==> src/wps_ram.sv <==
// Simple dual-port RAM with one write port and one registered read port.
module wps_ram #(
  parameter int unsigned WIDTH  = 32,
  parameter int unsigned DEPTH  = 64,
  parameter int unsigned ADDR_W = 6
) (
  input  logic              clk_i,
  input  logic              we_i,
  input  logic [ADDR_W-1:0] waddr_i,
  input  logic [WIDTH-1:0]  wdata_i,
  input  logic [ADDR_W-1:0] raddr_i,
  output logic [WIDTH-1:0]  rdata_o
);

  logic [WIDTH-1:0] mem_q [DEPTH];
  logic [WIDTH-1:0] rdata_q;

  always_ff @(posedge clk_i) begin
    if (we_i) begin
      mem_q[waddr_i] <= wdata_i;
    end
  end

  always_ff @(posedge clk_i) begin
    rdata_q <= mem_q[raddr_i];
  end

  assign rdata_o = rdata_q;

endmodule

==> config.mk <==
export PLATFORM = sky130hd
export DESIGN_NAME = wps_ram
export DESIGN_NICKNAME = d
export VERILOG_FILES = /design/src/wps_ram.sv
export SDC_FILE = /design/constraint.sdc
export NUM_CORES = 2
export LEC_CHECK = 0
export ABC_CLOCK_PERIOD_IN_PS = 3600
export BUFFER_PORTS_ARGS = -buffer_cell sky130_fd_sc_hd__buf_2
export CELL_PAD_IN_SITES_DETAIL_PLACEMENT = 1
export CELL_PAD_IN_SITES_GLOBAL_PLACEMENT = 1
export CORE_ASPECT_RATIO = 0.9
export CORE_MARGIN = 3
export CORE_UTILIZATION = 33
export CTS_BUF_LIST = sky130_fd_sc_hd__clkbuf_4 sky130_fd_sc_hd__clkbuf_8
export DETAILED_ROUTE_END_ITERATION = 6
export GPL_TIMING_DRIVEN = 0
export HOLD_SLACK_MARGIN = 0.05
export MAX_ROUTING_LAYER = met4
export PLACE_DENSITY = 0.6
export SLEW_MARGIN = 15
export SYNTH_ARGS = -nofsm -noshare
export SYNTH_HDL_FRONTEND = slang
export SYNTH_SLANG_ARGS = --single-unit
==> constraint.sdc <==
create_clock -name clk_i -period 3.6 [get_ports clk_i]
set_input_delay 0.72 -clock clk_i [delete_from_list [all_inputs] [get_ports clk_i]]
set_output_delay 0.72 -clock clk_i [all_outputs]
set_load 0.05 [all_outputs]
# --- Yosys cells after proc, flatten, opt, wreduce, memory -nomap -nowiden ---
# Memories as Yosys holds them, arrays and structs flattened. A register that Yosys moved wholly into a read port is not among the register bits.
# Index checks and enable logic that the tools add are counted.
classes:
  mux: 2
ops:
  columns: ["cell", "n"]
  rows:
  - ["two-way mux 1 bit", 2]
totals:
  ff_bits: 0
  ram_bits: 2048
  input_bits: 46
  output_inout_bits: 32
  n_memories: 1
mem_list:
  columns: ["memory", "depth", "width", "read_ports", "rd_clocked_by_memory_dff", "wr", "line", "rtl"]
  rows:
  - ["mem_q", 64, 32, 1, 1, 1, "15", "logic [WIDTH-1:0] mem_q [DEPTH];"]

# --- Logic depth before layout (Yosys ltp) ---
depth:
  word_depth: 2
  mapped_depth: 10
  mapped_depth_nobuf: 5

# --- Worst setup path after synthesis ---
# No wires, ideal clock.
synth_timing:
  path_type: "input to register"
  startpoint: "in waddr_i[3]"
  endpoint: "mem mem_q[48][0], enable pin"
  setup_time_ps: 461
  arrival_time_ps: 3419
  setup_slack_ps: -280
  cell_stages: 4
  path_buffers: 1
  path_cell_list: "clkbuf_1 nor2b_1 nand4b_1 nor3_1"
synth_lines:
  columns: ["element", "line", "rtl"]
  rows:
  - ["start: declaration", "9", "input logic [ADDR_W-1:0] waddr_i,"]
  - ["end: declaration", "15", null]
# No word-level cell before the write port.

==> flow_summary.json <==
{
  "fp-row-count": 169,
  "drive_above_1_share_pct": 35.6,
  "endpoint_kind": "flop",
  "power.share.sequential_pct": 53.2,
  "first_iter_violations": 5854,
  "p_clk_share_pct": 40.7,
  "cts.path.max_buffers": 4,
  "globalplace.congestion": 0.806,
  "maxCapViolCount": 0,
  "cpMaxStageDelayCell": "clkbuf_1",
  "finalClockSkew_ns": 0.0641,
  "drv_slew": 0,
  "cpPeakStageDelay_ns": 0.85,
  "io_buffer_count": 69,
  "grt_setup_unrepaired": "true",
  "netlist_area_sq_um": 78500,
  "yosys.area.top_type": "edfxtp_1",
  "netlist_instances": 3324,
  "design.die.area_sq_um": 244000,
  "hp-class": "in2reg",
  "avgSynthCellArea_sq_um": 23.6,
  "status": "complete, no violations",
  "worst_pin_slew_ns": 1.24,
  "clkSlewWorstSetupHoldPaths_ns": 0.07,
  "first_global_vias": 41069,
  "synth_warnings": 0,
  "worstSetupPathType": "in2reg",
  "grt_pass1_wl_um": 353000,
  "vias_per_cell": 5.57,
  "ys_ff_latch": 2080,
  "holdWs_ns": 0.171,
  "power.density_nw_per_um2": 542,
  "cp_data_arrival_time_ns": 4.36,
  "tritoncts": "yes",
  "p_int_mw": 38.8,
  "grt_use_total_pct": 21.9,
  "final_util_pct": 39.5,
  "p_sw_mw": 11.7,
  "worstSetupStartpointType": "input pin",
  "ys_types": 34,
  "cts_max_level": 5,
  "synth.net_count": 3370,
  "required_ns": 4.38,
  "hold_viol_final": 0,
  "drc": 0,
  "fin_nets": 3930,
  "cts_sinks": 2080,
  "crit_buf_inv": 3,
  "antenna_found_initial": 20,
  "cts-buffers-inserted": 346,
  "syn2layout_area_growth_pct": 18.7,
  "min_period_ns": 3.57,
  "grt_max_degree": 65,
  "cts_root_buffer": "clkbuf_8",
  "pin_count": 78,
  "p_sw_share_pct": 23.1,
  "dr.pass1.iters": 5,
  "ir_worst_vdd_mv": 0.434,
  "overflow": 0,
  "fin_crit_sh_pct": 99.3,
  "core_region_area_sq_um": 236000,
  "synth_area_leaders": "edfxtp_1, mux4_2, mux2i_1",
  "worstPathCellList": "buf_2, clkbuf_1, clkbuf_1, mux4_2, mux4_2, o22ai_1, nor2_1",
  "leakage_nw": 29.0,
  "maxSlewHeadroom_pct": 17.3,
  "power_frac_comb_pct": 6.0,
  "antenna_left": 0,
  "initial_core_util_pct": 33.2,
  "setup_viol": 0,
  "dp_hpwl_um": 173000,
  "drt-total-wl_um": 262000,
  "clk_latency_ns": 1.07,
  "placed_cell_area_sq_um": 86500,
  "wl_per_cell_um": 35.9,
  "fin_area_sq_um": 93200,
  "die_y_um": 469,
  "fp.dieW_um": 520,
  "synth_top_area_share_pct": 78.3,
  "dr_total_vias": 40660,
  "cp_top_family": "buffers and inverters",
  "total_power_mw": 50.5,
  "ys_seq_area_share_pct": 79.1,
  "cp_max_fo": 10,
  "fmax_mhz": 280
}
-- worst paths after layout --
check | startpoint | to | slack, ns | cells past startpoint
worst max-delay path | raddr_i[1] | rdata_o[13] | 0.03 | 7
worst min-delay path | wdata_i[10] | mem_q[4][10] | 0.17 | 1
worst max register to register | mem_q[24][13] | rdata_o[13] | 0.85 | 4
worst min register to register | mem_q[13][8] | rdata_o[8] | 0.86 | 4
-- cell usage in the layout, fill, tap and decap left out, types with 56 or more instances in the layout --
cell	synthesis	layout
clkinv_1	0	65
buf_12	0	88
clkbuf_1	74	56
nor2_4	0	62
nor2_1	137	75
clkbuf_4	0	123
o22ai_1	84	83
buf_2	57	101
mux2i_1	93	93
clkbuf_8	0	363
edfxtp_1	2048	2048
mux4_2	544	544
-- worst register-to-register path, delay by kind of cell (launching register included) --
family / cells / cell delay (ns)
and+or+nand+nor: 1 / 0.38
DFF: 1 / 0.37
muxes: 2 / 1.02
AOI/OAI and AO/OA: 1 / 0.70
-- state kept, by name, indices dropped and copies added (netlist names) --
name / cells
rdata_o: 32
mem_q: 2048
-- repair_timing --
action,in CTS,in global routing
cloned,0,0
buffers inserted,1,0
pin swaps,1,0
resized for setup,20,6
endpoints found under the setup margin,11,5
hold buffers,0,0
-- cells in the mapped netlist --
| master | count |
|---|---|
| nand4_1 | 2 |
| dfxtp_1 | 32 |
| or3b_2 | 3 |
| or2_0 | 1 |
| nor2_1 | 137 |
| a21oi_1 | 62 |
| o221ai_1 | 27 |
| nor3_1 | 7 |
| a311oi_1 | 8 |
| a22oi_1 | 12 |
| or2_1 | 1 |
| nor2b_1 | 15 |
| nand2b_1 | 8 |
| buf_2 | 57 |
| nand3b_1 | 5 |
| buf_1 | 21 |
| edfxtp_1 | 2048 |
| nand4b_1 | 1 |
| nand2_1 | 26 |
| o22ai_1 | 84 |
| or3_1 | 3 |
| nand3_1 | 5 |
| buf_4 | 25 |
| mux2i_1 | 93 |
| a41o_1 | 4 |
| a31oi_1 | 1 |
| buf_6 | 5 |
| or3b_1 | 2 |
| and2_1 | 2 |
| clkbuf_1 | 74 |
| o32ai_1 | 4 |
| and3_1 | 4 |
| mux4_2 | 544 |
| or2_2 | 1 |
-- per-layer routing --
layer  vias up  wire length [um]  GRT usage, %
li1      15474                 -             -
met1     22316            105000          29.6
met2      2417            122000          33.2
met3       453             27400          4.97
met4         0              8090          6.35
met5         -                 0             -
-- power by group through the flow --
| stage | combinational [mW] | sequential (mW) | clock [mW] |
|---|---|---|---|
| global placement | 2.89 | 27.4 | 0 |
| CTS | 3.05 | 26.9 | 20.8 |
| floorplan | 1.30 | 27.6 | 0 |
| global route | 3.16 | 26.9 | 21.9 |
| finish | 3.04 | 26.9 | 20.6 |
| detailed placement | 3.04 | 27.4 | 0 |
-- cells by family after synthesis --
logic type	count (synthesis)	synth area share, %
AOI/OAI and AO/OA	202	1.67
buffers and inverters	182	1.13
DFF	2080	79.1
muxes	637	16.8
and+or+nand+nor	223	1.27
-- area by class of cell --
class / count / area [sq um]
fill: 22377 / 143000
sequential: 2080 / 62100
multi-input combinational: 1062 / 16000
clock buffer: 486 / 5920
tap: 3163 / 3960
timing repair buffer: 212 / 3550
buffer: 182 / 928
clock inverter: 105 / 632
antenna: 14 / 35.0
-- metrics by stage --
step / setup TNS (ns) / setup WS [ns] / std cells
2_1_floorplan: 0 / 0.228 / 3324
3_3_place_gp: -4896.08 / -2.89 / 6556
3_5_place_dp: -34.00 / -1.89 / 6698
4_1_cts: 0 / 0.000234 / 7290
5_1_grt: -0.129 / -0.129 / 7302
6_report: 0 / 0.0253 / 7304
Note: power is estimated with default switching activity, not from simulation.
